<file path="src/assert_macros.svh">
// ----------------------------------------------------------------------------
// assert_macros.svh
// Shared concurrent assertion macros for the power button stretch block.
// ----------------------------------------------------------------------------
`ifndef ASSERT_MACROS_SVH
`define ASSERT_MACROS_SVH

// same-cycle implication
`define PBS_ASSERT_IMP(label, clk, rst, ante, cons, msg) \
   label: assert property (@(posedge clk) disable iff (rst) (ante) |-> (cons)) \
      else $error(msg);

// next-cycle implication
`define PBS_ASSERT_NXT(label, clk, rst, ante, cons, msg) \
   label: assert property (@(posedge clk) disable iff (rst) (ante) |=> (cons)) \
      else $error(msg);

`endif

</file>
<file path="src/pbs_pkg.sv">
// ----------------------------------------------------------------------------
// pbs_pkg
// Types, codes and constants of the power button stretch state machine.
// ----------------------------------------------------------------------------
package pbs_pkg;

   localparam int TIME_BITS_DEF = 32;
   localparam logic [15:0] RETRY_TICKS = 16'd100;

   localparam int CSR_ADDR_BITS = 5;
   localparam int CSR_DATA_BITS = 32;
   localparam int REG_IDX_BITS  = 3;

   // register indexes
   localparam logic [REG_IDX_BITS-1:0] REG_PULSE_ENABLE  = 3'd0;
   localparam logic [REG_IDX_BITS-1:0] REG_FIRST_PULSE   = 3'd1;
   localparam logic [REG_IDX_BITS-1:0] REG_GAP           = 3'd2;
   localparam logic [REG_IDX_BITS-1:0] REG_WAKE_PULSE    = 3'd3;
   localparam logic [REG_IDX_BITS-1:0] REG_FIRST_HOLD    = 3'd4;
   localparam logic [REG_IDX_BITS-1:0] REG_SECOND_HOLD   = 3'd5;
   localparam logic [REG_IDX_BITS-1:0] REG_INIT_TIMEOUT  = 3'd6;
   localparam logic [REG_IDX_BITS-1:0] REG_START_ON      = 3'd7;

   // force command codes
   localparam logic [1:0] FORCE_NONE    = 2'd0;
   localparam logic [1:0] FORCE_PRESS   = 2'd1;
   localparam logic [1:0] FORCE_RELEASE = 2'd2;

   // shutdown cause codes
   localparam logic [1:0] CAUSE_NONE   = 2'd0;
   localparam logic [1:0] CAUSE_FIRST  = 2'd1;
   localparam logic [1:0] CAUSE_SECOND = 2'd2;

   typedef enum logic [11:0] {
      ST_IDLE     = 12'b0000_0000_0001,
      ST_PRESSED  = 12'b0000_0000_0010,
      ST_T1       = 12'b0000_0000_0100,
      ST_HELD     = 12'b0000_0000_1000,
      ST_HELD2    = 12'b0000_0001_0000,
      ST_LID      = 12'b0000_0010_0000,
      ST_LAN      = 12'b0000_0100_0000,
      ST_RELEASED = 12'b0000_1000_0000,
      ST_EAT      = 12'b0001_0000_0000,
      ST_INIT_ON  = 12'b0010_0000_0000,
      ST_BOOT     = 12'b0100_0000_0000,
      ST_WAS_OFF  = 12'b1000_0000_0000
   } pbs_state_type;

   // which delay a freshly armed deadline was built from
   typedef enum logic [2:0] {
      DL_STORED = 3'd0,
      DL_WAKE   = 3'd1,
      DL_FIRST  = 3'd2,
      DL_GAP    = 3'd3,
      DL_HOLD1  = 3'd4,
      DL_HOLD2  = 3'd5,
      DL_RETRY  = 3'd6,
      DL_ZERO   = 3'd7
   } pbs_dl_sel_type;

   localparam int DL_COUNT = 8;

   typedef struct packed {
      pbs_state_type  state;
      logic           dl_valid;
      pbs_dl_sel_type dl_sel;
      logic           line;
      logic           exit_hard_off;
      logic [1:0]     cause;
      logic           shutdown_request;
   } pbs_pass_type;

   typedef struct packed {
      logic button;
      logic chipset_off;
      logic battery_blocks;
      logic pulse_enable;
      logic timeout_hit;
   } pbs_ctl_type;

   function automatic logic [3:0] state_code(pbs_state_type s);
      logic [3:0] code;
      unique case (s)
         ST_IDLE:     code = 4'd0;
         ST_PRESSED:  code = 4'd1;
         ST_T1:       code = 4'd2;
         ST_HELD:     code = 4'd3;
         ST_HELD2:    code = 4'd4;
         ST_LID:      code = 4'd5;
         ST_LAN:      code = 4'd6;
         ST_RELEASED: code = 4'd7;
         ST_EAT:      code = 4'd8;
         ST_INIT_ON:  code = 4'd9;
         ST_BOOT:     code = 4'd10;
         ST_WAS_OFF:  code = 4'd11;
         default:     code = 4'd0;
      endcase
      return code;
   endfunction

endpackage

</file>
<file path="src/pbs_pass.sv">
// ----------------------------------------------------------------------------
// pbs_pass
// One evaluation of the button state machine on an expired or fresh deadline.
// ----------------------------------------------------------------------------
module pbs_pass (
   input  logic                  run,
   input  pbs_pkg::pbs_ctl_type  ctl,
   input  pbs_pkg::pbs_pass_type ps_in,
   output pbs_pkg::pbs_pass_type ps_out
);
   import pbs_pkg::*;

   logic line_low;

   // asserting the line is overridden while the battery holds the chipset off
   assign line_low = ctl.chipset_off & ctl.battery_blocks;

   always_comb begin
      ps_out = ps_in;
      if (run) begin
         ps_out.dl_valid = 1'b0;
         unique case (ps_in.state) inside
            ST_PRESSED: begin
               ps_out.dl_valid = 1'b1;
               ps_out.state    = ST_T1;
               if (ctl.chipset_off) begin
                  ps_out.exit_hard_off = 1'b1;
                  ps_out.dl_sel        = DL_WAKE;
                  ps_out.state         = ST_WAS_OFF;
                  ps_out.line          = line_low;
               end else if (ctl.pulse_enable) begin
                  ps_out.dl_sel = DL_FIRST;
                  ps_out.line   = line_low;
               end else begin
                  ps_out.dl_sel = DL_GAP;
               end
            end
            ST_T1: begin
               if (!ctl.chipset_off) begin
                  ps_out.line = line_low;
               end
               ps_out.dl_valid = 1'b1;
               ps_out.dl_sel   = DL_HOLD1;
               ps_out.state    = ST_HELD;
            end
            ST_RELEASED, ST_LID, ST_LAN: begin
               ps_out.line  = 1'b1;
               ps_out.state = ST_IDLE;
            end
            ST_INIT_ON: begin
               if (ctl.battery_blocks) begin
                  if (ctl.timeout_hit) begin
                     ps_out.state = ST_IDLE;
                  end else begin
                     ps_out.dl_valid = 1'b1;
                     ps_out.dl_sel   = DL_RETRY;
                  end
               end else begin
                  ps_out.exit_hard_off = 1'b1;
                  ps_out.line          = line_low;
                  ps_out.dl_valid      = 1'b1;
                  ps_out.dl_sel        = DL_WAKE;
                  ps_out.state         = ST_BOOT;
               end
            end
            ST_BOOT: begin
               ps_out.line  = 1'b1;
               ps_out.state = ctl.button ? ST_EAT : ST_IDLE;
            end
            ST_WAS_OFF: begin
               if (ctl.button) begin
                  ps_out.state = ST_HELD;
               end else begin
                  ps_out.state    = ST_RELEASED;
                  ps_out.dl_valid = 1'b1;
                  ps_out.dl_sel   = DL_ZERO;
               end
            end
            ST_HELD: begin
               ps_out.cause    = CAUSE_FIRST;
               ps_out.dl_valid = 1'b1;
               ps_out.dl_sel   = DL_HOLD2;
               ps_out.state    = ST_HELD2;
            end
            ST_HELD2: begin
               ps_out.cause            = CAUSE_SECOND;
               ps_out.shutdown_request = 1'b1;
            end
            ST_IDLE, ST_EAT: begin
            end
            default: begin
            end
         endcase
      end
   end

endmodule

</file>
<file path="src/power_button_stretch_fsm_core.sv">
// ----------------------------------------------------------------------------
// power_button_stretch_fsm_core
// Power button stretch controller: one millisecond tick per request beat.
// ----------------------------------------------------------------------------
// Each request beat is one tick. A beat is taken every cycle unless the
// result register is full and stalled; its result beat appears in the next
// cycle. Edge detection, the wake pulses and up to four chained machine
// passes (pbs_pass) are evaluated in the same cycle, with all candidate
// deadlines added to the tick counter in parallel, so the rate is one tick
// per clock while the result side does not stall. Registers sit on an APB
// port at byte address 4*i; the start_on register also sets the state until
// the first tick is taken.
module power_button_stretch_fsm_core #(
   parameter int TIME_BITS = pbs_pkg::TIME_BITS_DEF
) (
   input  logic                               clock,
   input  logic                               reset,
   // request channel
   input  logic                               req_valid,
   output logic                               req_stall,
   input  logic                               req_button_pressed,
   input  logic                               req_chipset_off,
   input  logic                               req_chipset_sleeping,
   input  logic                               req_lid_open,
   input  logic                               req_lan_wake,
   input  logic                               req_battery_blocks,
   input  logic [1:0]                         req_force_command,
   // result channel
   output logic                               rsp_valid,
   input  logic                               rsp_stall,
   output logic                               rsp_pch_button_level,
   output logic                               rsp_exit_hard_off,
   output logic [1:0]                         rsp_shutdown_cause,
   output logic                               rsp_shutdown_request,
   output logic [3:0]                         rsp_machine_code,
   // configuration
   input  logic                               csr_psel,
   input  logic                               csr_penable,
   input  logic                               csr_pwrite,
   input  logic [pbs_pkg::CSR_ADDR_BITS-1:0]  csr_paddr,
   input  logic [pbs_pkg::CSR_DATA_BITS-1:0]  csr_pwdata,
   output logic [pbs_pkg::CSR_DATA_BITS-1:0]  csr_prdata,
   output logic                               csr_pready
);
   import pbs_pkg::*;
`include "assert_macros.svh"

   localparam int PASSES = 4;

   // configuration
   logic        pulse_enable_ff;
   logic [15:0] first_pulse_ff;
   logic [15:0] gap_ff;
   logic [15:0] wake_pulse_ff;
   logic [15:0] first_hold_ff;
   logic [15:0] second_hold_ff;
   logic [15:0] init_timeout_ff;
   logic        start_on_ff;

   // machine state
   pbs_state_type        state_ff, state_in;
   logic [TIME_BITS-1:0] deadline_ff, deadline_in;
   logic                 dl_valid_ff;
   logic [TIME_BITS-1:0] time_ff;
   logic                 prev_button_ff, prev_lid_ff, prev_lan_ff;
   logic                 line_ff;
   logic                 started_ff;

   // result register
   logic          rsp_valid_ff;
   logic          rsp_line_ff;
   logic          rsp_exit_ff;
   logic [1:0]    rsp_cause_ff;
   logic          rsp_req_ff;
   pbs_state_type rsp_state_ff;

   logic                  in_accept;
   logic                  csr_write;
   logic [REG_IDX_BITS-1:0] csr_idx;
   logic                  line_low;
   logic [15:0]           dly [DL_COUNT];
   logic [TIME_BITS:0]    sum_ext [DL_COUNT];
   logic [DL_COUNT-1:0]   due;
   logic                  woken;
   logic                  run [PASSES];
   pbs_ctl_type           ctl;
   pbs_pass_type          pre;
   pbs_pass_type          ps [PASSES+1];
   pbs_pass_type          fin;

   assign req_stall  = rsp_valid_ff & rsp_stall;
   assign in_accept  = req_valid & ~req_stall;
   assign csr_write  = csr_psel & csr_penable & csr_pwrite;
   assign csr_idx    = csr_paddr[CSR_ADDR_BITS-1:2];
   assign csr_pready = 1'b1;
   // level an asserted line takes: held released while the battery gates it
   assign line_low   = req_chipset_off & req_battery_blocks;

   always_comb begin
      unique case (csr_idx)
         REG_PULSE_ENABLE: csr_prdata = CSR_DATA_BITS'(pulse_enable_ff);
         REG_FIRST_PULSE:  csr_prdata = CSR_DATA_BITS'(first_pulse_ff);
         REG_GAP:          csr_prdata = CSR_DATA_BITS'(gap_ff);
         REG_WAKE_PULSE:   csr_prdata = CSR_DATA_BITS'(wake_pulse_ff);
         REG_FIRST_HOLD:   csr_prdata = CSR_DATA_BITS'(first_hold_ff);
         REG_SECOND_HOLD:  csr_prdata = CSR_DATA_BITS'(second_hold_ff);
         REG_INIT_TIMEOUT: csr_prdata = CSR_DATA_BITS'(init_timeout_ff);
         REG_START_ON:     csr_prdata = CSR_DATA_BITS'(start_on_ff);
         default:          csr_prdata = '0;
      endcase
   end

   // every candidate deadline; a wrapped or zero-length one is due at once
   always_comb begin
      dly[DL_STORED] = 16'd0;
      dly[DL_WAKE]   = wake_pulse_ff;
      dly[DL_FIRST]  = first_pulse_ff;
      dly[DL_GAP]    = gap_ff;
      dly[DL_HOLD1]  = first_hold_ff;
      dly[DL_HOLD2]  = second_hold_ff;
      dly[DL_RETRY]  = RETRY_TICKS;
      dly[DL_ZERO]   = 16'd0;
      for (int i = 0; i < DL_COUNT; i++) begin
         sum_ext[i] = {1'b0, time_ff} + (TIME_BITS+1)'(dly[i]);
         due[i]     = sum_ext[i][TIME_BITS] | (dly[i] == 16'd0);
      end
      due[DL_STORED] = (time_ff >= deadline_ff);
   end

   assign ctl.button         = req_button_pressed;
   assign ctl.chipset_off    = req_chipset_off;
   assign ctl.battery_blocks = req_battery_blocks;
   assign ctl.pulse_enable   = pulse_enable_ff;
   assign ctl.timeout_hit    = (TIME_BITS+16)'(time_ff) > (TIME_BITS+16)'(init_timeout_ff);

   // force command, button edge, lid and LAN wake ahead of the machine
   always_comb begin
      pre.state            = state_ff;
      pre.dl_valid         = dl_valid_ff;
      pre.dl_sel           = DL_STORED;
      pre.line             = line_ff;
      pre.exit_hard_off    = 1'b0;
      pre.cause            = CAUSE_NONE;
      pre.shutdown_request = 1'b0;
      woken                = ~started_ff;

      case (req_force_command)
         FORCE_PRESS: begin
            if (!req_button_pressed) begin
               pre.line = line_low;
            end
         end
         FORCE_RELEASE: begin
            pre.line  = 1'b1;
            pre.state = req_button_pressed ? ST_EAT : ST_IDLE;
         end
         default: begin
         end
      endcase

      if (req_button_pressed != prev_button_ff) begin
         if (!(pre.state == ST_BOOT || pre.state == ST_INIT_ON || pre.state == ST_LID ||
               pre.state == ST_LAN || pre.state == ST_WAS_OFF)) begin
            if (req_button_pressed) begin
               pre.state    = ST_PRESSED;
               pre.dl_valid = 1'b0;
               woken        = 1'b1;
            end else if (pre.state == ST_EAT) begin
               pre.state = ST_IDLE;
            end else begin
               pre.state    = ST_RELEASED;
               pre.dl_valid = 1'b0;
               woken        = 1'b1;
            end
         end
      end

      if (req_lid_open && !prev_lid_ff && req_chipset_off && pre.state != ST_INIT_ON) begin
         pre.exit_hard_off = 1'b1;
         pre.line          = line_low;
         pre.state         = ST_LID;
         pre.dl_valid      = 1'b1;
         pre.dl_sel        = DL_WAKE;
         woken             = 1'b1;
      end

      if (req_lan_wake && !prev_lan_ff && req_chipset_sleeping && pre.state != ST_INIT_ON) begin
         pre.exit_hard_off = 1'b1;
         pre.line          = line_low;
         pre.state         = ST_LAN;
         pre.dl_valid      = 1'b1;
         pre.dl_sel        = DL_WAKE;
         woken             = 1'b1;
      end
   end

   // first pass runs on a wake with no pending deadline or on an expired one;
   // later passes only while the deadline just armed is already due
   assign ps[0] = pre;

   genvar gp;
   generate
      for (gp = 0; gp < PASSES; gp++) begin : g_pass
         if (gp == 0) begin : g_first
            assign run[gp] = ps[gp].dl_valid ? due[ps[gp].dl_sel] : woken;
         end else begin : g_next
            assign run[gp] = ps[gp].dl_valid & due[ps[gp].dl_sel];
         end
         pbs_pass u_pass (
            .run    (run[gp]),
            .ctl    (ctl),
            .ps_in  (ps[gp]),
            .ps_out (ps[gp+1])
         );
      end
   endgenerate

   assign fin      = ps[PASSES];
   assign state_in = fin.state;

   always_comb begin
      if (fin.dl_sel == DL_STORED) begin
         deadline_in = deadline_ff;
      end else begin
         deadline_in = sum_ext[fin.dl_sel][TIME_BITS-1:0];
      end
   end

   always_ff @(posedge clock) begin
      if (reset) begin
         pulse_enable_ff <= 1'b1;
         first_pulse_ff  <= 16'd32;
         gap_ff          <= 16'd32;
         wake_pulse_ff   <= 16'd200;
         first_hold_ff   <= 16'd3700;
         second_hold_ff  <= 16'd6300;
         init_timeout_ff <= 16'd1000;
         start_on_ff     <= 1'b1;
         state_ff        <= ST_INIT_ON;
         deadline_ff     <= '0;
         dl_valid_ff     <= 1'b0;
         time_ff         <= '0;
         prev_button_ff  <= 1'b0;
         prev_lid_ff     <= 1'b0;
         prev_lan_ff     <= 1'b0;
         line_ff         <= 1'b1;
         started_ff      <= 1'b0;
         rsp_valid_ff    <= 1'b0;
      end else begin
         if (csr_write) begin
            unique case (csr_idx)
               REG_PULSE_ENABLE: pulse_enable_ff <= csr_pwdata[0];
               REG_FIRST_PULSE:  first_pulse_ff  <= csr_pwdata[15:0];
               REG_GAP:          gap_ff          <= csr_pwdata[15:0];
               REG_WAKE_PULSE:   wake_pulse_ff   <= csr_pwdata[15:0];
               REG_FIRST_HOLD:   first_hold_ff   <= csr_pwdata[15:0];
               REG_SECOND_HOLD:  second_hold_ff  <= csr_pwdata[15:0];
               REG_INIT_TIMEOUT: init_timeout_ff <= csr_pwdata[15:0];
               REG_START_ON:     start_on_ff     <= csr_pwdata[0];
               default: begin
               end
            endcase
         end

         if (in_accept) begin
            state_ff       <= state_in;
            deadline_ff    <= deadline_in;
            dl_valid_ff    <= fin.dl_valid;
            time_ff        <= time_ff + TIME_BITS'(1);
            prev_button_ff <= req_button_pressed;
            prev_lid_ff    <= req_lid_open;
            prev_lan_ff    <= req_lan_wake;
            line_ff        <= fin.line;
            started_ff     <= 1'b1;
         end else if (csr_write && csr_idx == REG_START_ON && !started_ff) begin
            state_ff <= csr_pwdata[0] ? ST_INIT_ON : ST_IDLE;
         end

         if (in_accept) begin
            rsp_valid_ff <= 1'b1;
         end else if (!rsp_stall) begin
            rsp_valid_ff <= 1'b0;
         end
      end
   end

   always_ff @(posedge clock) begin
      if (in_accept) begin
         rsp_line_ff  <= fin.line;
         rsp_exit_ff  <= fin.exit_hard_off;
         rsp_cause_ff <= fin.cause;
         rsp_req_ff   <= fin.shutdown_request;
         rsp_state_ff <= fin.state;
      end
   end

   assign rsp_valid            = rsp_valid_ff;
   assign rsp_pch_button_level = rsp_line_ff;
   assign rsp_exit_hard_off    = rsp_exit_ff;
   assign rsp_shutdown_cause   = rsp_cause_ff;
   assign rsp_shutdown_request = rsp_req_ff;
   assign rsp_machine_code     = state_code(rsp_state_ff);

   `PBS_ASSERT_NXT(a_tick_advances, clock, reset, in_accept, time_ff == TIME_BITS'($past(time_ff) + TIME_BITS'(1)), "tick counter did not advance on an accepted beat")
   `PBS_ASSERT_NXT(a_result_follows, clock, reset, in_accept, rsp_valid_ff, "accepted beat left no result")
   `PBS_ASSERT_NXT(a_started_sticks, clock, reset, started_ff, started_ff, "started flag dropped")
   `PBS_ASSERT_IMP(a_shutdown_cause, clock, reset, rsp_valid_ff && rsp_req_ff, rsp_cause_ff == CAUSE_SECOND, "shutdown request without second stage cause")

endmodule

</file>
<file path="config.mk">
export PLATFORM = sky130hd
export DESIGN_NAME = power_button_stretch_fsm_core
export DESIGN_NICKNAME = d
export VERILOG_FILES = /design/src/pbs_pkg.sv /design/src/pbs_pass.sv /design/src/power_button_stretch_fsm_core.sv
export VERILOG_INCLUDE_DIRS = /design/src /design/src/src
export SDC_FILE = /design/constraint.sdc
export NUM_CORES = 1
export LEC_CHECK = 0
export BUFFER_PORTS_ARGS = -buffer_cell sky130_fd_sc_hd__buf_2
export CELL_PAD_IN_SITES_DETAIL_PLACEMENT = 0
export CELL_PAD_IN_SITES_GLOBAL_PLACEMENT = 2
export CORE_MARGIN = 1.5
export CORE_UTILIZATION = 37
export CTS_CLUSTER_DIAMETER = 150
export DETAILED_ROUTE_END_ITERATION = 6
export PLACE_DENSITY = 0.87
export RECOVER_POWER = 25
export SYNTH_ARGS = -nofsm -noshare
export SYNTH_HDL_FRONTEND = slang
export SYNTH_SLANG_ARGS = --single-unit
</file>
<file path="constraint.sdc">
create_clock -name clock -period 7.05 [get_ports clock]
set_input_delay 0.705 -clock clock [delete_from_list [all_inputs] [get_ports clock]]
set_output_delay 0.705 -clock clock [all_outputs]
set_load 0.05 [all_outputs]
</file>
==> flow_summary_export.csv, run 1 <==
group,metric,value,unit
clock_network,cts_tree,"done",
clock_network,h-tree-depth,4,
cells_and_area,regArea,4134,um2
sta,layout_setup_ws,342.1,ps
placement,dp_slack,88.80,ps
worst_hold_path,hold_depth,3,
synth,yosysSeqAreaShare,23.79,%
sta,drv_slew,137,
sta,rsz0062_at_grt,"no",
synth,yosysWarnings,0,
critical_path,r2r_cells,22,
route,drtIter0Drc,1381,
critical_path,crit_type,"register to register",
route,vias,17755,
sta,fin_worst_skew,24.70,ps
synth,ys.flop_type,"dfxtp_1",
global_route,grt_max_degree,117,
synth,synthCells,2331,
cells_and_area,fin_cells,2991,
power,powerDensity,208.0,nW/um2
clock_network,cts_buffers,17,
global_route,grt_pass1_wl,100800,um
floorplanning,dieArea,48280,um2
power,power.switching,1.733,mW
outcome,violations,"capacitance limit, slew limit",
critical_path,critPathCaptureType,"register",
cells_and_area,drive_gt1_share,9.522,%
power,seq_power_share,31.7,%
critical_path,required,7470,ps
floorplanning,die_width,219.7,um
synth,ys_ff_latch,198,
floorplanning,coreArea,46460,um2
floorplanning,io_pins,96,
global_route,globalRouteTotalUtil,27.47,%
worst_hold_path,worstHoldPathType,"input pin to register",
synth,synthArstFlopShare,0,%
synth,synth_most_common_cell,"nand2_1",
sta,min_period,6708,ps
critical_path,path_cells,"inv_1 -> fa_1 -> nand2b_1 -> a21oi_1 -> a41oi_1 -> o21ai_1 -> a211o_1 -> a21boi_1 -> buf_4 -> o211ai_2 -> a221o_1 -> nor3_1 -> o21ai_0 -> a21oi_2 -> o21ai_1 -> o31ai_4 -> buf_12 -> a31oi_1 -> o21ai_4 -> o21ai_2 -> or3_1 -> a311oi_1",
route,ant_nets,0,
cells_and_area,multi_input_area,12250,um2
power,vdd_drop_max,0.0001368,V
synth,synth_enable_flop_cells,17,
sta,fin_crit_sh,95.15,%
power,p_sw_share,43.51,%
sta,setup_viol,0,
placement,numPlacedInstances,2959,
power,clockPowerShare,27.9,%
outcome,status,"finished, violations left",
synth,synth.distinct_cells,98,
floorplanning,dieHeight,219.7,um
global_route,antenna_found_initial,0,
synth,avgSynthCellArea,7.456,um2
placement,globalplace.congestion,0.9270,
clock_network,clockBufferDepth,2,
critical_path,crit_fanout,61,
sta,worst_pin_slew,2905,ps
critical_path,slowest_stage,"o31ai_4",
sta,tns,0,ps
sta,max_freq,149.1,MHz
global_route,grt_overflow,0,
synth,synthTopCellsByCount,"nand2_1 (326), a21oi_1 (217), nor2_1 (207), dfxtp_1 (181), ha_1 (132)",
cells_and_area,diodes,0,
clock_network,post_cts_buffers,0,
clock_network,cts_root_buffer,"clkbuf_16",
placement,io_buffers,60,
synth,netlist.area_leader.share,20.85,%
power,p_comb_share,40.4,%
cells_and_area,design_area,19140,um2
synth,synth_area,17380,um2
critical_path,cp_data_arrival_time,7130,ps
placement,dpl.hpwl,50520,um
route,wirelength,65890,um
route,drcViolationCount,0,
cells_and_area,nets,2560,
floorplanning,start_util,37.41,%
critical_path,crit_top_cell,"o21ai_1",
synth,synth_area_leaders,"dfxtp_1 (21%), ha_1 (9.5%), nand2_1 (7.0%)",
route,wire_per_inst,22.03,um
sta,relSlewSlack,-93.68,%
floorplanning,rows,79,
route,first_pass_iters,6,
power,p_int,2.249,mW
sta,finalHoldViolCount,0,
power,p_leak,7.621,nW
sta,hold_slack,423.0,ps
cells_and_area,fill_cells,4830,
critical_path,slowest_delay,490,ps
job,cap_violations,3,
placement,placed_cell_area,18520,um2
cells_and_area,area_growth,10.15,%
route,vias_per_cell,5.936,
critical_path,startpoint_type,"register",
synth,synth_top_area_cell,"dfxtp_1",
clock_network,clock_latency,520,ps
clock_network,clk_pin_slew,90,ps
clock_network,clock_sinks,198,
global_route,grt_pass1_vias,16808,
[worst paths after layout]
kind	from	end	slack [ps]
setup / recovery	wake_pulse_ff[1]	deadline_ff[20]	340
hold / removal	req_valid	rsp_valid	420
setup reg to reg	wake_pulse_ff[1]	deadline_ff[20]	340
hold reg to reg	deadline_ff[4]	deadline_ff[4]	450
[per-stage QoR]
stage | utilization [%] | power [mW]
after floorplan | - | 2.356
after global placement | 39.86 | 2.866
after detailed placement | 39.86 | 2.868
after CTS | 41.26 | 3.981
after global routing | 41.21 | 4.188
final | 41.21 | 3.982
[cell type report]
| class | count | share of cell area (%) |
|---|---|---|
| Clock buffer | 17 | 2.222 |
| Multi-Input combinational cell | 1900 | 63.97 |
| Clock inverter | 15 | 1.176 |
| Sequential cell | 198 | 21.59 |
| Timing Repair Buffer | 145 | 4.934 |
| Tap cell | 607 | 3.967 |
| Inverter | 109 | 2.137 |
[critical path: cells and delay by family (launching register included)]
kind                     cells  cell delay [ps]
flip-flops                   1              440
AO/OA/AOI/OAI               15             4030
adder cells (fa/ha/maj)      1              480
buffers and inverters        3              750
AND/OR/NAND/NOR              3              900
[cells by family (layout without fill, tap and decap cells)]
family,count (synthesis),count (layout),synth area share (%)
muxes,53,53,3.232
DFF,198,198,23.79
adders and majority gates,137,137,10.08
xor gates and xnor gates,115,115,5.795
other,2,17,0.04321
buffers and inverters,248,286,6.213
and+or+nand+nor,897,897,24.83
AOI/OAI and AO/OA,681,681,26.02
[power by group through the flow]
stage / Combinational [mW] / Clock, mW / Sequential [mW]
final: 1.61 / 1.11 / 1.26
after global routing: 1.74 / 1.17 / 1.27
after floorplan: 1.07 / 0 / 1.28
after CTS: 1.59 / 1.13 / 1.26
after detailed placement: 1.58 / 0 / 1.29
after global placement: 1.58 / 0 / 1.29
[layer usage]
| layer | track usage [%] | part of all wire (%) | up-vias |
|---|---|---|---|
| li1 | - | - | 8564 |
| met3 | 3.299 | 4.5 | 139 |
| met5 | 0 | 0 | - |
| met4 | 12.99 | 4.6 | 0 |
| met1 | 34.19 | 43 | 8484 |
| met2 | 46.97 | 48 | 568 |
[what timing repair did]
| item | 4_1_cts | 5_1_grt |
|---|---|---|
| endpoints found under the setup margin | 0 | 7 |
| gates resized for setup | 0 | 1 |
| hold buffers | 0 | 0 |
[registers in the layout, indices dropped and copies added, names as in the netlist, 12 cells and up]
name and cells:
rsp_state_ff 12, wake_pulse_ff 16, time_ff 32, state_ff 12
deadline_ff 32, first_pulse_ff 16, second_hold_ff 16, init_timeout_ff 16
gap_ff 16, first_hold_ff 16
[cell usage in the layout, fill, tap and decap left out, types with 22 or more instances in the layout]
cell and count:
a211oi_1 51, a21o_1 29, a21oi_1 217, and3_1 26, buf_2 51, buf_4 79
dfxtp_1 181, ha_1 132, inv_1 108, mux2i_1 34, nand2_1 326, nand2b_1 23
nand3_1 61, nand3b_1 26, nand4_1 32, nor2_1 207, nor2b_1 23, nor3_1 55
nor4_1 39, o211ai_1 22, o21ai_0 104, o21bai_1 23, xnor2_1 60, xor2_1 55
(Power assumes the default switching activity.)
==> run 2: changes to the inputs <==
- PLACE_DENSITY: 0.87 -> 0.86
- SYNTH_HIERARCHICAL: unset -> 1
==> run 2 against run 1 <==
  * The run ends with setup timing left
  * Synthesized cell count rose by 10%
  * Combinational power grew 58%
  * Cell count rose by 37%
  * Hold slack improved by 13 ps
  * Clock power decreased by 10%
  * Sequential share of layout area decreased by 7.3 points
  * First-iteration DRC count rose by 48%
==> flow_summary_export.csv, run 2 <==
group,metric,value,unit
cells_and_area,area_growth,51.67,%
power,seq_power_share,25.5,%
clock_network,cts_tree,"done",
power,p_int,2.869,mW
critical_path,required,7470,ps
floorplanning,coreArea,51200,um2
synth,synthArstFlopShare,0,%
synth,netlist.area_leader.share,18.93,%
floorplanning,dieHeight,230.5,um
clock_network,clock_sinks,198,
route,vias,23802,
global_route,grt_overflow,0,
sta,hold_slack,435.7,ps
synth,synth_enable_flop_cells,17,
sta,worst_pin_slew,1187,ps
sta,fin_crit_sh,130.3,%
clock_network,h-tree-depth,4,
synth,synth_area_leaders,"dfxtp_1 (19%), ha_1 (8.6%), nand2_1 (7.3%)",
floorplanning,start_util,37.40,%
sta,drv_slew,0,
synth,synth.distinct_cells,95,
cells_and_area,mostFrequentLayoutCell,"buf_4",
critical_path,r2r_end,"deadline_ff[29]",
placement,globalplace.congestion,1.073,
critical_path,critPathCaptureType,"register",
cells_and_area,reg_top3,"deadline_ff (32), time_ff (32)",
sta,rsz0062_at_grt,"yes",
synth,ys_ff_latch,198,
sta,max_freq,108.8,MHz
floorplanning,io_pins,96,
critical_path,startpoint_type,"input pin",
synth,synth_area,19150,um2
power,vdd_drop_max,0.0001979,V
route,ant_nets,0,
synth,synthCells,2574,
power,power.switching,1.883,mW
floorplanning,die_width,230.5,um
route,first_pass_iters,5,
critical_path,r2r_cells,50,
global_route,grt_pass1_wl,128500,um
power,p_leak,12.51,nW
route,drcViolationCount,0,
synth,ys.flop_type,"dfxtp_1",
global_route,grt_max_degree,101,
synth,synth_most_common_cell,"nand2_1",
power,powerDensity,163.6,nW/um2
cells_and_area,fill_cells,4587,
clock_network,clk_pin_slew,80,ps
cells_and_area,drive_gt1_share,37.71,%
critical_path,slowest_stage,"or4_4",
sta,relSlewSlack,20.90,%
floorplanning,rows,83,
placement,io_buffers,60,
cells_and_area,diodes,0,
sta,fin_worst_skew,19.58,ps
global_route,globalRouteTotalUtil,31.11,%
job,cap_violations,0,
placement,dpl.hpwl,64530,um
synth,yosysSeqAreaShare,21.59,%
sta,setup_viol,63,
critical_path,r2r-start,"state_ff[4]",
clock_network,cts_root_buffer,"clkbuf_16",
global_route,grt_pass1_vias,23600,
outcome,violations,"setup timing",
clock_network,cts_buffers,17,
route,vias_per_cell,5.822,
worst_hold_path,hold_end,"rsp_valid",
power,p_sw_share,39.63,%
synth,synth_top_area_cell,"dfxtp_1",
critical_path,crit_type,"input pin to register",
clock_network,clock_latency,510,ps
power,p_total,4.752,mW
sta,finalHoldViolCount,0,
route,drtIter0Drc,2040,
critical_path,cp_data_arrival_time,9610,ps
global_route,antenna_found_initial,0,
synth,yosysWarnings,6,
floorplanning,dieArea,53120,um2
cells_and_area,final_cell_mix,"buf_4 (797), nand2_1 (358), a21oi_1 (219), dfxtp_1 (177), nor2_1 (172)",
cells_and_area,nets,3584,
critical_path,crit_fanout,6,
worst_hold_path,worstHoldPathType,"input pin to register",
critical_path,slowest_delay,490,ps
synth,avgSynthCellArea,7.438,um2
critical_path,crit_top_cell,"buf_4",
worst_hold_path,hp-start,"req_valid",
power,clockPowerShare,20.9,%
worst_hold_path,hold_depth,3,
sta,min_period,9188,ps
outcome,status,"finished, violations left",
power,p_comb_share,53.5,%
critical_path,r2r_setup_slack,-2080,ps
route,wirelength,85740,um
sta,layout_setup_ws,-2138,ps
route,wire_per_inst,20.97,um
synth,synthTopCellsByCount,"nand2_1 (371), a21oi_1 (234), nor2_1 (186), dfxtp_1 (181), ha_1 (132)",
clock_network,clockBufferDepth,2,
-- run 2: area by class of cell --
type	count	area (um2)	share of cell area [%]
Clock buffer	22	475.5	1.637
Clock inverter	10	85.08	0.2930
Inverter	112	444.2	1.530
Multi-Input combinational cell	2133	15670	53.95
Sequential cell	198	4139	14.25
Tap cell	680	850.8	2.930
Timing Repair Buffer	933	7378	25.41
-- run 2: per-layer routing --
metal / global-route usage [%] / part of all wire, % / routed length [um] / up-vias
met3: 5.250 / 6.4 / 5529 / 365
met2: 53.05 / 47 / 40320 / 1067
li1: - / - / - / 11091
met1: 35.37 / 39 / 33350 / 11279
met4: 21.77 / 7.6 / 6536 / 0
met5: 0 / 0 / 0 / -
-- run 2: cells by family (layout without fill, tap and decap cells) --
kind of cell / after synthesis / after routing / share of synthesized area (%)
muxes: 36 / 36 / 2.327
other: 2 / 22 / 0.03923
xor gates and xnor gates: 121 / 121 / 5.535
buffers and inverters: 266 / 1077 / 6.633
AOI/OAI and AO/OA: 834 / 837 / 28.65
adders and majority gates: 137 / 137 / 9.149
DFF: 198 / 198 / 21.59
and+or+nand+nor: 980 / 980 / 26.08
-- run 2: power by group through the flow --
| stage | Combinational (mW) | Sequential, mW | Clock (mW) |
|---|---|---|---|
| 3_3_place_gp | 1.89 | 1.24 | 0 |
| 6_report | 2.54 | 1.21 | 0.995 |
| 2_1_floorplan | 1.10 | 1.24 | 0 |
| 4_1_cts | 2.26 | 1.21 | 1.01 |
| 3_5_place_dp | 1.93 | 1.24 | 0 |
| 5_1_grt | 2.67 | 1.22 | 1.05 |
-- run 2: worst max-delay path by stage --
| stage | from | end | depth (start not counted) |
|---|---|---|---|
| 6_report | req_force_command[0] | deadline_ff[29] | 53 |
| 5_1_grt | req_force_command[0] | deadline_ff[29] | 48 |
| 4_1_cts | time_ff[0] | deadline_ff[25] | 49 |
| 3_5_place_dp | time_ff[0] | deadline_ff[15] | 49 |
| 3_3_place_gp | time_ff[0] | deadline_ff[15] | 47 |
| 2_1_floorplan | req_force_command[0] | deadline_ff[25] | 42 |
-- run 2: critical path, delay by kind of cell --
kind	cells	cell delay, ps
fa+ha+maj	1	140
xor+xnor	1	170
simple gates	10	2170
compound gates	24	4010
buf+inv	17	2400
-- run 2: metrics by stage --
stage | utilization (%) | cell area (um2) | cells | setup slack, ps | TNS (ps)
floorplan | - | 19760 | 2594 | -1783 | -62360
global placement | 50.18 | 25690 | 3926 | -2391 | -99500
detailed placement | 50.18 | 25690 | 3926 | -2728 | -116100
CTS | 54.55 | 27930 | 4035 | -1767 | -61740
global route | 56.72 | 29040 | 4088 | -2393 | -100510
finish | 56.72 | 29040 | 4088 | -2138 | -85770
-- run 2: what timing repair did --
action,in CTS,in global routing
cloned,7,3
pin swaps,109,100
setup buffers,75,57
setup endpoints to repair,63,63
resized for setup,214,141
hold buffers,0,0
==> run 3: changes to the inputs <==
- ABC_AREA: unset -> 1
- CORE_UTILIZATION: 37 -> 35
- PLACE_DENSITY: 0.86 -> 0.88
==> run 3 against run 2 <==
  * The run ends with capacitance limit, slew limit, setup timing left
  * First-iteration DRC count up 12%
  * Critical path type unchanged
  * Maximum frequency up 19%
  * Critical endpoint is now deadline_ff[9]
  * Synthesized area up 5.8%
  * Largest cell class unchanged
==> flow_summary_export.csv, run 3 <==
group,metric,value,unit
job,cap_violations,2,
critical_path,cp_data_arrival_time,8140,ps
sta,min_period,7753,ps
synth,muxShareOfSynthArea,0,%
route,wire_per_inst,19.98,um
placement,dpl.hpwl,72460,um
synth,synth_top_area_cell,"dfxtp_1",
route,drtIter0Drc,2290,
cells_and_area,fin_cells,4616,
sta,tns,-21090,ps
synth,synth_xor_area_share,1.211,%
synth,synth.distinct_cells,63,
cells_and_area,mostFrequentLayoutCell,"nand2_1",
clock_network,cts_root_buffer,"clkbuf_16",
cells_and_area,area_growth,36.98,%
placement,io_buffers,60,
clock_network,clock_sinks,198,
critical_path,r2r_setup_slack,-570,ps
critical_path,crit_fanout,10,
placement,globalplace.congestion,1.014,
route,vias_per_cell,5.452,
power,power.switching,2.531,mW
cells_and_area,reg_top3,"deadline_ff (32), time_ff (32)",
sta,finalHoldViolCount,0,
sta,rsz0062_at_grt,"yes",
placement,numPlacedInstances,4488,
clock_network,h-tree-depth,4,
clock_network,cts_tree,"done",
route,vias,25166,
floorplanning,start_util,35.63,%
synth,ys_ff_latch,198,
cells_and_area,nets,4036,
floorplanning,die_width,243.5,um
critical_path,startpoint_type,"input pin",
placement,placed_cell_area,24790,um2
cells_and_area,diodes,0,
route,ant_nets,0,
power,clockPowerShare,19.2,%
worst_hold_path,worstHoldPathType,"register to register",
sta,max_freq,129.0,MHz
power,p_leak,13.29,nW
synth,synth_enable_flop_cells,17,
critical_path,slowest_stage,"a21oi_2",
power,p_int,3.083,mW
synth,avgSynthCellArea,6.095,um2
clock_network,clock_latency,510,ps
critical_path,required,7440,ps
floorplanning,coreArea,56820,um2
sta,drv_slew,127,
sta,layout_setup_ws,-703.1,ps
synth,synth_top_family_by_area,"simple AND/OR/NAND/NOR gates",
synth,yosysWarnings,6,
sta,fin_worst_skew,32.38,ps
floorplanning,dieArea,59300,um2
outcome,status,"finished, violations left",
route,drcViolationCount,0,
global_route,globalRouteTotalUtil,30.15,%
clock_network,clk_pin_slew,90,ps
power,p_sw_share,45.08,%
critical_path,crit_type,"input pin to register",
synth,synthArstFlopShare,0,%
power,powerDensity,202.4,nW/um2
synth,netlist.area_leader.share,17.90,%
global_route,grt_pass1_vias,23802,
synth,synthCells,3322,
power,seq_power_share,22.1,%
power,vdd_drop_max,0.0002864,V
synth,synth_area_leaders,"dfxtp_1 (18%), nand2_1 (16%), ha_1 (8.2%)",
cells_and_area,design_area,27740,um2
sta,fin_crit_sh,110.0,%
global_route,grt_max_degree,87,
global_route,grt_pass1_wl,137600,um
synth,ys.flop_type,"dfxtp_1",
cells_and_area,final_cell_mix,"nand2_1 (764), buf_4 (459), inv_1 (381), nor2_1 (295), a21oi_1 (288)",
critical_path,slowest_delay,280,ps
floorplanning,rows,87,
synth,yosysSeqAreaShare,20.42,%
clock_network,clockBufferDepth,2,
outcome,violations,"capacitance limit, slew limit, setup timing",
clock_network,cts_buffers,17,
synth,synthSimpleGateAreaFrac,39.89,%
power,p_total,5.615,mW
sta,worst_pin_slew,2863,ps
floorplanning,io_pins,96,
synth,synth_most_common_cell,"nand2_1",
synth,synthTopCellsByCount,"nand2_1 (859), inv_1 (408), nor2_1 (352), a21oi_1 (313), o21ai_0 (228)",
synth,synth_area,20250,um2
sta,setup_viol,32,
critical_path,critPathCaptureType,"register",
power,p_comb_share,58.7,%
sta,relSlewSlack,-91.92,%
cells_and_area,drive_gt1_share,28.16,%
placement,dp_slack,-1453,ps
route,wirelength,92210,um
floorplanning,dieHeight,243.5,um
synth,synth_compound_area_share,18.90,%
synth,synthAdderAreaFrac,8.651,%
global_route,grt_overflow,0,
route,first_pass_iters,6,
global_route,antenna_found_initial,0,
[run 3: per-layer routing]
| metal | up-vias | share of wire, % | track usage [%] |
|---|---|---|---|
| met5 | - | 0 | 0 |
| met4 | 0 | 6.0 | 16.21 |
| met3 | 279 | 6.5 | 3.900 |
| met2 | 1015 | 46 | 50.32 |
| met1 | 11831 | 41 | 37.67 |
| li1 | 12041 | - | - |
[run 3: cell families (layout without fill, tap and decap cells)]
| family | Yosys count | in the layout |
|---|---|---|
| compound gates | 692 | 692 |
| simple gates | 1715 | 1715 |
| buf+inv | 550 | 1068 |
| xor+xnor | 28 | 28 |
| flops | 198 | 198 |
| fa+ha+maj | 137 | 137 |
| other cells | 2 | 22 |
[run 3: per-stage QoR]
stage	utilization [%]	hold slack (ps)
finish	48.81	471.3
global route	48.81	488.8
detailed placement	43.62	458.2
global placement	43.62	451.9
floorplan	-	440.9
CTS	46.82	465.2
[run 3: worst paths after layout]
path | startpoint | endpoint | cells past startpoint
max | req_force_command[1] | deadline_ff[9] | 69
min | deadline_ff[10] | deadline_ff[10] | 2
max reg2reg | wake_pulse_ff[0] | deadline_ff[9] | 61
min reg2reg | deadline_ff[10] | deadline_ff[10] | 2
[run 3: power by group through the flow]
stage	logic [mW]	clock network [mW]	registers, mW
6_report	3.30	1.08	1.24
2_1_floorplan	1.56	0	1.27
3_5_place_dp	2.57	0	1.27
3_3_place_gp	2.54	0	1.26
5_1_grt	3.51	1.13	1.25
4_1_cts	2.91	1.09	1.24
[run 3: timing repair]
action,4_1_cts,5_1_grt
pin swaps,84,171
buffers inserted,56,44
setup endpoints to repair,34,62
hold buffers,0,0
resized for setup,178,236
cloned,8,1
[run 3: area by class of cell]
class                           count  area [um2]
Clock buffer                       17       425.4
Clock inverter                     15       192.7
Fill cell                        5795       29090
Inverter                          446        1773
Multi-Input combinational cell   2594       15510
Sequential cell                   198        4134
Tap cell                          756       945.9
Timing Repair Buffer              588        4740
Timing Repair inverter              2       15.01
[run 3: worst max-delay path: cells and delay by family]
family / cells / cell delay [ps]
compound gates: 8 / 1050
buf+inv: 18 / 1810
simple gates: 42 / 4330
fa+ha+maj: 1 / 200
